$ cat src/hw/rtl/brs_pkg.sv
// ----------------------------------------------------------------------------
// brs_pkg
// Shared constants, codes and helper functions for the device roster matcher.
// ----------------------------------------------------------------------------
package brs_pkg;

  localparam int ROSTER_SLOTS = 32;  // 1..32
  localparam int SLOT_W = (ROSTER_SLOTS > 1) ? $clog2(ROSTER_SLOTS) : 1;
  localparam int CNT_W = $clog2(ROSTER_SLOTS + 1);

  localparam int ID_W      = 64;
  localparam int MASK_W    = 32;
  localparam int TOT_W     = 6;
  localparam int STATUS_W  = 3;
  localparam int SLOTP_W   = 5;
  localparam int BYTES     = 8;
  localparam int CRC_BYTES = 7;
  localparam int CRC_POS   = 56;

  localparam logic [7:0]       CRC_POLY = 8'h8C;
  localparam logic [TOT_W-1:0] TOT_MAX  = {TOT_W{1'b1}};

  typedef enum logic [1:0] {
    ACT_LOAD   = 2'd0,
    ACT_BEGIN  = 2'd1,
    ACT_DETECT = 2'd2,
    ACT_END    = 2'd3
  } action_t;

  typedef enum logic [STATUS_W-1:0] {
    ST_ACK     = 3'd0,
    ST_CRC_BAD = 3'd1,
    ST_MATCHED = 3'd2,
    ST_ADDED   = 3'd3,
    ST_FULL    = 3'd4,
    ST_SUMMARY = 3'd5
  } status_t;

  // CRC unit status toward the sequencer
  typedef struct packed {
    logic busy;
    logic done;
    logic ok;
  } crc_stat_t;

  // One byte of the reflected Dallas CRC-8, LSB first.
  function automatic logic [7:0] crc8_byte(logic [7:0] crc_in, logic [7:0] data);
    logic [7:0] c;
    logic [7:0] d;
    logic       mix;
    c = crc_in;
    d = data;
    for (int b = 0; b < 8; b++) begin
      mix = c[0] ^ d[0];
      c   = c >> 1;
      if (mix) c = c ^ CRC_POLY;
      d   = d >> 1;
    end
    return c;
  endfunction

  // Byte k moves to byte 7-k.
  function automatic logic [ID_W-1:0] byte_swap(logic [ID_W-1:0] v);
    logic [ID_W-1:0] r;
    r = '0;
    for (int k = 0; k < BYTES; k++) begin
      r[8*(BYTES-1-k) +: 8] = v[8*k +: 8];
    end
    return r;
  endfunction

endpackage

$ cat src/hw/rtl/brs_ram.sv
// ----------------------------------------------------------------------------
// brs_ram
// Generic single-clock RAM: one write port, one read port, registered read.
// ----------------------------------------------------------------------------
module brs_ram #(
  parameter int WIDTH = 64,
  parameter int DEPTH = 32
) (
  input  logic                                       clk,
  input  logic                                       we,
  input  logic [((DEPTH > 1) ? $clog2(DEPTH) : 1)-1:0] waddr,
  input  logic [WIDTH-1:0]                           wdata,
  input  logic                                       re,
  input  logic [((DEPTH > 1) ? $clog2(DEPTH) : 1)-1:0] raddr,
  output logic [WIDTH-1:0]                           rdata
);

  logic [WIDTH-1:0] mem [DEPTH];

  always_ff @(posedge clk) begin
    if (we) mem[waddr] <= wdata;
    if (re) rdata <= mem[raddr];
  end

endmodule

$ cat src/hw/rtl/brs_crc8.sv
// ----------------------------------------------------------------------------
// brs_crc8
// Byte-serial Dallas CRC-8 checker: one byte per cycle over the low seven
// bytes, compared with the top byte.
// ----------------------------------------------------------------------------
module brs_crc8
  import brs_pkg::*;
(
  input  logic            clk,
  input  logic            rst,
  input  logic            start,
  input  logic [ID_W-1:0] id_value,
  output crc_stat_t       stat
);

  logic [CRC_POS-1:0] data;
  logic [7:0]         chk;
  logic [7:0]         crc;
  logic [2:0]         cnt;
  logic               busy;
  logic               done;
  logic               ok;
  logic [7:0]         crc_next;

  assign crc_next = crc8_byte(crc, data[7:0]);

  always_ff @(posedge clk) begin
    if (rst) begin
      busy <= 1'b0;
      done <= 1'b0;
      ok   <= 1'b0;
      cnt  <= '0;
    end else begin
      done <= 1'b0;
      if (start) begin
        data <= id_value[CRC_POS-1:0];
        chk  <= id_value[ID_W-1:CRC_POS];
        crc  <= '0;
        cnt  <= '0;
        busy <= 1'b1;
      end else if (busy) begin
        crc  <= crc_next;
        data <= data >> 8;
        cnt  <= cnt + 3'd1;
        if (cnt == 3'(CRC_BYTES - 1)) begin
          busy <= 1'b0;
          done <= 1'b1;
          ok   <= (crc_next == chk);
        end
      end
    end
  end

  assign stat = '{busy: busy, done: done, ok: ok};

endmodule

$ cat src/hw/rtl/bus_device_roster_matcher_top.sv
// ----------------------------------------------------------------------------
// bus_device_roster_matcher_top
// Device roster matcher: roster of 64-bit IDs in a RAM, CRC check of detected
// IDs, sequential match / insert walk over the slots, scan summary.
// ----------------------------------------------------------------------------
//
//  Channel  Handshake           Payload
//  -------  ------------------  ------------------------------------------
//  in       in_valid/in_ready   action, slot_index, id_value
//  out      out_valid/out_ready status, slot_hit, found_mask, added_mask,
//                               count_found, count_expected, count_added,
//                               count_missing
//
//  Transaction steps: a load writes the roster and answers; begin / end scan
//  count the occupancy flags over all slots; a detected ID runs the CRC byte
//  steps and the CRC verdict is taken, then a bad-CRC ID answers, while a good
//  one walks the roster one slot per cycle through the registered RAM read
//  port, stopping at the first match, and the result follows.
//  One transaction at a time: in_ready is high only while the sequencer idles.
//  Results sit in an output register, so a new transaction is taken while
//  the last result still waits for out_ready; the sequencer stalls only when
//  a second result is ready before the first one has left.
//  Reset clears masks, counters and per-slot occupancy flags at once; a slot
//  whose flag is clear reads as empty, so the RAM needs no clearing pass.
// ----------------------------------------------------------------------------
module bus_device_roster_matcher_top
  import brs_pkg::*;
(
  input  logic               clk,
  input  logic               rst,

  input  logic               in_valid,
  output logic               in_ready,
  input  logic [1:0]         action,
  input  logic [SLOTP_W-1:0] slot_index,
  input  logic [ID_W-1:0]    id_value,

  output logic               out_valid,
  input  logic               out_ready,
  output logic [STATUS_W-1:0] status,
  output logic [SLOTP_W-1:0] slot_hit,
  output logic [MASK_W-1:0]  found_mask,
  output logic [MASK_W-1:0]  added_mask,
  output logic [TOT_W-1:0]   count_found,
  output logic [TOT_W-1:0]   count_expected,
  output logic [TOT_W-1:0]   count_added,
  output logic [TOT_W-1:0]   count_missing
);

  typedef enum logic [2:0] {
    S_IDLE,
    S_CRC,
    S_SCAN,
    S_COUNT,
    S_EMIT
  } state_t;

  state_t state;
  action_t act;

  // scan state
  logic [ROSTER_SLOTS-1:0] occ;        // slot holds a nonzero ID
  logic [ROSTER_SLOTS-1:0] seen_bits;
  logic [ROSTER_SLOTS-1:0] new_bits;
  logic [TOT_W-1:0]        expected_total;
  logic [TOT_W-1:0]        seen_total;
  logic [TOT_W-1:0]        new_total;

  // transaction working registers
  logic [ID_W-1:0]         id_reg;
  logic [ID_W-1:0]         rev;
  logic [CNT_W-1:0]        rd_idx;
  logic                    cmp_vld;
  logic [SLOT_W-1:0]       cmp_idx;
  logic                    empty_fnd;
  logic [SLOT_W-1:0]       empty_idx;
  logic [ROSTER_SLOTS-1:0] cnt_mask;
  logic [CNT_W-1:0]        cnt_left;
  logic [TOT_W-1:0]        cnt_acc;
  logic [TOT_W-1:0]        cnt_sum;

  // pending result
  status_t                 res_status;
  logic [SLOT_W-1:0]       res_slot;
  logic [TOT_W-1:0]        res_missing;

  // RAM port
  logic                    ram_we;
  logic [SLOT_W-1:0]       ram_waddr;
  logic [ID_W-1:0]         ram_wdata;
  logic                    ram_re;
  logic [SLOT_W-1:0]       ram_raddr;
  logic [ID_W-1:0]         ram_rdata;

  crc_stat_t               crc_stat;

  logic                    accept;
  logic                    load_ok;
  logic [SLOT_W-1:0]       load_idx;
  logic [ID_W-1:0]         slot_val;
  logic                    hit;
  logic                    empty_now;
  logic                    last;
  logic                    ins_vld;
  logic [SLOT_W-1:0]       ins_idx;
  logic                    scan_add;

  assign in_ready = (state == S_IDLE) && !rst;
  assign accept   = in_valid && in_ready;

  // loads beyond the roster are acked but write nothing
  assign load_ok  = ({1'b0, slot_index} < (SLOTP_W + 1)'(ROSTER_SLOTS));
  assign load_idx = slot_index[SLOT_W-1:0];

  assign rev = byte_swap(id_reg);

  // compare stage: data read last cycle for slot cmp_idx
  assign slot_val  = occ[cmp_idx] ? ram_rdata : '0;
  assign hit       = cmp_vld && (slot_val == rev);
  assign empty_now = cmp_vld && (slot_val == '0);
  assign last      = cmp_vld && (cmp_idx == SLOT_W'(ROSTER_SLOTS - 1));
  assign ins_vld   = empty_fnd || empty_now;
  assign ins_idx   = empty_fnd ? empty_idx : cmp_idx;
  assign scan_add  = (state == S_SCAN) && last && !hit && ins_vld;

  assign cnt_sum = cnt_acc + TOT_W'(cnt_mask[0]);

  always_comb begin
    ram_we    = 1'b0;
    ram_waddr = load_idx;
    ram_wdata = id_value;
    ram_re    = 1'b0;
    ram_raddr = rd_idx[SLOT_W-1:0];
    if (accept && (action == ACT_LOAD) && load_ok) begin
      ram_we = 1'b1;
    end else if (scan_add) begin
      ram_we    = 1'b1;
      ram_waddr = ins_idx;
      ram_wdata = rev;
    end
    if (state == S_SCAN) begin
      ram_re = (rd_idx < CNT_W'(ROSTER_SLOTS));
    end
  end

  brs_ram #(
    .WIDTH (ID_W),
    .DEPTH (ROSTER_SLOTS)
  ) u_roster (
    .clk   (clk),
    .we    (ram_we),
    .waddr (ram_waddr),
    .wdata (ram_wdata),
    .re    (ram_re),
    .raddr (ram_raddr),
    .rdata (ram_rdata)
  );

  brs_crc8 u_crc (
    .clk      (clk),
    .rst      (rst),
    .start    (accept && (action == ACT_DETECT)),
    .id_value (id_value),
    .stat     (crc_stat)
  );

  always_ff @(posedge clk) begin
    if (rst) begin
      state          <= S_IDLE;
      out_valid      <= 1'b0;
      occ            <= '0;
      seen_bits      <= '0;
      new_bits       <= '0;
      expected_total <= '0;
      seen_total     <= '0;
      new_total      <= '0;
      cmp_vld        <= 1'b0;
      empty_fnd      <= 1'b0;
    end else begin
      // S_EMIT reloads the output register itself
      if (out_valid && out_ready && (state != S_EMIT)) out_valid <= 1'b0;

      case (state)
        S_IDLE: begin
          if (accept) begin
            id_reg      <= id_value;
            act         <= action_t'(action);
            res_slot    <= '0;
            res_missing <= '0;
            cnt_left    <= CNT_W'(ROSTER_SLOTS);
            cnt_acc     <= '0;
            case (action_t'(action))
              ACT_LOAD: begin
                if (load_ok) occ[load_idx] <= (id_value != '0);
                res_status <= ST_ACK;
                state      <= S_EMIT;
              end
              ACT_BEGIN: begin
                seen_bits  <= '0;
                new_bits   <= '0;
                seen_total <= '0;
                new_total  <= '0;
                cnt_mask   <= occ;
                state      <= S_COUNT;
              end
              ACT_DETECT: begin
                state <= S_CRC;
              end
              ACT_END: begin
                cnt_mask <= occ & ~(seen_bits | new_bits);
                state    <= S_COUNT;
              end
              default: state <= S_IDLE;
            endcase
          end
        end

        S_COUNT: begin
          cnt_acc  <= cnt_sum;
          cnt_mask <= cnt_mask >> 1;
          cnt_left <= cnt_left - CNT_W'(1);
          if (cnt_left == CNT_W'(1)) begin
            if (act == ACT_BEGIN) begin
              expected_total <= cnt_sum;
              res_status     <= ST_ACK;
            end else begin
              res_missing <= cnt_sum;
              res_status  <= ST_SUMMARY;
            end
            state <= S_EMIT;
          end
        end

        S_CRC: begin
          if (crc_stat.done) begin
            if (crc_stat.ok) begin
              if (seen_total != TOT_MAX) seen_total <= seen_total + TOT_W'(1);
              rd_idx    <= '0;
              cmp_vld   <= 1'b0;
              empty_fnd <= 1'b0;
              state     <= S_SCAN;
            end else begin
              res_status <= ST_CRC_BAD;
              state      <= S_EMIT;
            end
          end
        end

        S_SCAN: begin
          rd_idx  <= rd_idx + CNT_W'(ram_re);
          cmp_vld <= ram_re;
          cmp_idx <= ram_raddr;
          if (empty_now && !empty_fnd) begin
            empty_fnd <= 1'b1;
            empty_idx <= cmp_idx;
          end
          if (hit) begin
            // first slot equal to the reversed ID, an empty one for a zero ID
            seen_bits[cmp_idx] <= 1'b1;
            res_status         <= ST_MATCHED;
            res_slot           <= cmp_idx;
            state              <= S_EMIT;
          end else if (last) begin
            if (ins_vld) begin
              occ[ins_idx]      <= 1'b1;
              new_bits[ins_idx] <= 1'b1;
              if (new_total != TOT_MAX) new_total <= new_total + TOT_W'(1);
              res_status        <= ST_ADDED;
              res_slot          <= ins_idx;
            end else begin
              res_status <= ST_FULL;
            end
            state <= S_EMIT;
          end
        end

        S_EMIT: begin
          if (!out_valid || out_ready) begin
            out_valid <= 1'b1;
            status    <= res_status;
            slot_hit  <= SLOTP_W'(res_slot);
            if (res_status == ST_SUMMARY) begin
              found_mask     <= MASK_W'(seen_bits);
              added_mask     <= MASK_W'(new_bits);
              count_found    <= seen_total;
              count_expected <= expected_total;
              count_added    <= new_total;
              count_missing  <= res_missing;
            end else begin
              found_mask     <= '0;
              added_mask     <= '0;
              count_found    <= '0;
              count_expected <= '0;
              count_added    <= '0;
              count_missing  <= '0;
            end
            state <= S_IDLE;
          end
        end

        default: state <= S_IDLE;
      endcase
    end
  end

  // one transaction in flight at a time
  a_single_item: assert property (@(posedge clk) disable iff (rst)
    (in_valid && in_ready) |=> !in_ready)
    else $error("transaction accepted while another is in flight");

  // an insert only ever lands on an empty slot and never stores zero
  a_insert_empty: assert property (@(posedge clk) disable iff (rst)
    scan_add |-> (!occ[ins_idx] && (rev != '0)))
    else $error("insert into occupied slot or of a zero ID");

  a_expected_bound: assert property (@(posedge clk) disable iff (rst)
    expected_total <= TOT_W'(ROSTER_SLOTS))
    else $error("expected count above roster size");

  // only summaries carry masks and counts
  a_summary_fields: assert property (@(posedge clk) disable iff (rst)
    (out_valid && (status != ST_SUMMARY)) |->
      ((found_mask == '0) && (added_mask == '0) && (count_missing == '0)))
    else $error("summary fields set on a non-summary result");

  a_crc_owner: assert property (@(posedge clk) disable iff (rst)
    crc_stat.done |-> (state == S_CRC))
    else $error("CRC completion outside the CRC phase");

endmodule
$ cat config.mk
export PLATFORM = sky130hd
export DESIGN_NAME = bus_device_roster_matcher_top
export DESIGN_NICKNAME = d
export VERILOG_FILES = /design/src/hw/rtl/brs_pkg.sv /design/src/hw/rtl/brs_ram.sv /design/src/hw/rtl/brs_crc8.sv /design/src/hw/rtl/bus_device_roster_matcher_top.sv
export SDC_FILE = /design/constraint.sdc
export NUM_CORES = 2
export LEC_CHECK = 0
export CAP_MARGIN = 30
export CORE_MARGIN = 2
export CORE_UTILIZATION = 49
export CTS_CLUSTER_SIZE = 28
export DETAILED_ROUTE_END_ITERATION = 7
export DONT_BUFFER_PORTS = 1
export GPL_TIMING_DRIVEN = 0
export PLACE_DENSITY_LB_ADDON = 0.05
export SETUP_SLACK_MARGIN = 0.3
export SYNTH_ARGS = -nofsm -noshare
export SYNTH_HDL_FRONTEND = slang
export SYNTH_SLANG_ARGS = --single-unit
$ cat constraint.sdc
create_clock -name clk -period 10.8 [get_ports clk]
set_input_delay 0 -clock clk [delete_from_list [all_inputs] [get_ports clk]]
set_output_delay 0 -clock clk [all_outputs]
set_load 0.02 [all_outputs]
==> summary.md <==
| Metric | Value |
|---|---|
| Via count | `55,000` |
| Final hold violations | `0` |
| R2R setup slack | `~4800 ps` |
| Worst-Margin Slew | `about 1200 ps` |
| Synthesized Nets | `5,043` |
| Hold_buf cts | `140` |
| F_max | `approximately 170 MHz` |
| Worst slew margin | `0.231` |
| Worst setup EP type | `flop` |
| Cells after synthesis | `4,958` |
| CP Launch Point | `cmp_idx[1]` |
| Post-CTS setup-driven buffer insertion count | `0` |
| P per Cell Area | `182 nW/um^2` |
| Slowest stage delay, CP | `860 ps` |
| Die area | `209,000 sq um` |
| Final TNS setup | `0 ps` |
| Final Critical Period | `6040 ps` |
| Post-route clock period utilization | `0.560` |
| Drt total wl | `333,000 microns` |
| CP Launch Type | `flop` |
| Largest net degree at the start of global routing | `40` |
| Ys async rst share | `0` |
| Post-layout util | `0.578` |
| DRC | `0` |
| Mux cell area share after synthesis | `0.166` |
| Setup Viol. Count Final | `0` |
| Initial antenna violation count | `32` |
| Worst path cell trace | `buf_6, buf_2, mux2i_1, o221a_2, a32o_1, and2_1, buf_4, o21a_2, o211ai_2, a21oi_4, buf_6, buf_4, o2bb2ai_1, nor2b_4, buf_12, buf_12, buf_12` |
| Routed Antenna Nets | `0` |
| Drt pass-1 iters | `5` |
| Port bufs | `0` |
| Adder-cell share of the synthesized area | `0.00124` |
| CP Data Arrival Time | `6660 ps` |
| Average wire per standard cell | `39.1 microns` |
| Skew-Pair Late Insertion Delay | `~940 ps` |
| Resized Gates After CTS | `0` |
| Slew Limit Fails | `0` |
| Die width | `458 microns` |
| FF+latch count, synth | `about 2,500` |
| Largest family of logic cells by synthesized area | `multiplexers` |
| Register area share after synthesis | `0.746` |
| Worst Hold Path EP | `id_reg[12]` |
| Post-synthesis xor/xnor area fraction | `0.00599` |
| R2R Path End | `u_roster.mem[18][37]` |
| Synth-to-Final Area Change | `17.2%` |
| Crit path max fanout | `18` |
| Sink Count | `between 2,000 and 3,000` |
| IO Pins | `173` |
| Compound-cell area share of the yosys netlist | `0.0292` |
| H-tree depth | `5` |
| WP data required | `roughly 11,000 ps` |
| Slowest CP cell | `nor2b_4` |
| Unrepaired setup endpoints after global routing | `false` |
| R2R depth | `17` |
| Synth Flop Type | `edfxtp_1` |
| HP Class | `in2reg` |
| Mean post-synth cell area | `about 20 sq um` |
| Maxcap violations | `0` |
| TritonCTS Buffers | `285` |
| Grt total ovfl | `0` |
| Outcome | `finished, final reports clean` |
| Buffer levels on the longest clock path | `4` |
| Hpwl dp | `225,000 microns` |
| Lkg Pwr | `approximately 0.037 uW` |
| Hold path start | `id_value[12]` |
| Starting Density | `0.493` |
| Global-route wire length before repair | `452,000 microns` |
| CTS tree | `yes` |
| Most frequent CP cell | `buf_12` |
| Core area | `205,000 sq um` |
| Yosys warns | `0` |
| Clock root buffer | `clkbuf_16` |
| RR Startpoint | `cmp_idx[1]` |
| Site Rows | `166` |
| Layout cells sized above 1 | `0.262` |
| Post-synth EDFFs | `2,420` |
| Peak VDD IR | `0.170 mV` |
| Nets | `roughly 5,700` |
| Vert. Die Dim | `458 microns` |
| Design Power | `21,500 uW` |
| Synth Cell Area | `101,000 sq um` |
| Clk_skew | `52.9 ps` |
| Crit path kind | `reg2reg` |
| Clk slew on worst S/H paths | `60 ps` |
| Max reg flops | `just over 2,000` |
| GPL Wtd Cong | `roughly 1` |
| Routed vias/inst | `6.46` |
| Synth unique cells | `77` |
| DRT iter0 DRCs | `7,568` |
| Synth Area in Simple Gates | `0.0386` |
| Number of global-route vias before repair | `53,900` |
| Hold Crit Depth | `1` |
| Fillers | `~15,000` |
| Gr usage total | `0.318` |
## area by class of cell
| type | instances | area [sq um] | share of cell area |
|---|---|---|---|
| multi-input cells | 2080 | 24600 | 0.208 |
| clock inverters | 132 | 1090 | 0.00924 |
| flip-flops and latches | 2546 | 75200 | 0.636 |
| clock buffers | 355 | 7520 | 0.0636 |
| well taps | 2688 | 3360 | 0.0284 |
| plain buffers | 260 | 1080 | 0.00912 |
| inverters | 72 | 270 | 0.00229 |
| repair buffers | 336 | 5040 | 0.0427 |
| diodes | 48 | 120 | 0.00102 |
## cells in the mapped netlist (7+ instances only)
master     instances  area, sq um
edfxtp_1        2420        72700
mux4_2           643        14500
nor2_1           195          732
mux2_2           183         2060
clkbuf_1         175          657
nand2_1          148          556
and2_1           129          807
dfxtp_1          126         2520
o21ai_0          107          536
inv_1             71          267
buf_1             65          244
nand3_1           60          300
nor2b_1           47          294
nor4_1            47          294
a21oi_1           45          225
xnor2_1           39          342
a41oi_1           33          289
xor2_1            30          263
nand4_1           29          181
nor3_1            29          145
o221ai_1          26          228
a32o_1            23          230
a221oi_1          22          193
mux2i_1           22          220
o32ai_1           17          149
a2111oi_0         14          123
nand2b_1          14         87.6
and3_1            13         81.3
a221oi_2          10          150
ha_1              10          125
o221ai_2          10          150
buf_4              9         67.6
buf_2              8         40.0
o22ai_1            8         50.1
o31a_1             8         70.1
a31oi_1            7         43.8
nand4b_1           7         61.3
or3_1              7         43.8
## cells in the final DEF (no fill, tap or decap), types with 46 or more instances in the layout
master / instances
clkinv_1: 57
mux2_2: 183
buf_12: 48
diode_2: 48
buf_8: 78
dlygate4sd3_1: 140
buf_16: 48
nor4_1: 46
mux4_2: 643
inv_1: 71
nand3_1: 60
edfxtp_1: 2420
buf_1: 54
o21ai_0: 99
nor2_1: 192
clkbuf_1: 222
dfxtp_1: 126
and2_1: 108
nand2_1: 148
clkbuf_16: 291
## layer usage
| metal | vias up | global-route usage | share of wire |
|---|---|---|---|
| met1 | 29600 | 0.431 | 0.39 |
| met4 | 2 | 0.145 | 0.052 |
| met5 | - | 0 | 0.000027 |
| met3 | 615 | 0.0520 | 0.074 |
| met2 | 2795 | 0.512 | 0.48 |
| li1 | 21900 | - | - |
## worst max-delay path, delay by kind of cell (launching register included)
| family | cells | cell delay, ps |
|---|---|---|
| simple gates | 2 | 1230 |
| compound gates | 6 | 1690 |
| mux | 1 | 330 |
| flops | 1 | 390 |
| buf+inv | 8 | 1970 |
## power by group
part | leakage [uW] | internal, uW | total, uW | switching [uW]
clock | 0.00422 | 5350 | 9180 | 3830
combinational | 0.0101 | 436 | 1210 | 773
sequential | 0.0228 | 11000 | 11100 | 164
## logic make-up after synthesis
logic type,Yosys count
and+or+nand+nor,763
muxes,849
AOI/OAI and AO/OA,389
DFF,2546
xor gates and xnor gates,69
adders and majority gates,10
buffers and inverters,332
## worst max path at each step
stage	to	slack, ps	cells after the start
detailed placement	u_roster.mem[18][32]	4180	17
global route	u_roster.mem[18][37]	4710	17
CTS	u_roster.mem[18][35]	4160	17
global placement	u_roster.mem[20][32]	-12290	7
finish	u_roster.mem[18][37]	4760	17
floorplan	u_roster.mem[0][0]	670	7
## stage by stage
step                      instances  worst slack, ps  instance area (sq um)  hold WS [ps]
after floorplan                4958              666                 101000          98.9
after global placement         7646           -12290                 104000           100
after detailed placement       7837             4180                 108000           100
after CTS                      8464             4160                 118000          3.06
after global routing           8502             4710                 118000          5.51
final                          8517             4760                 118000          64.5
(Power assumes the default switching activity.)
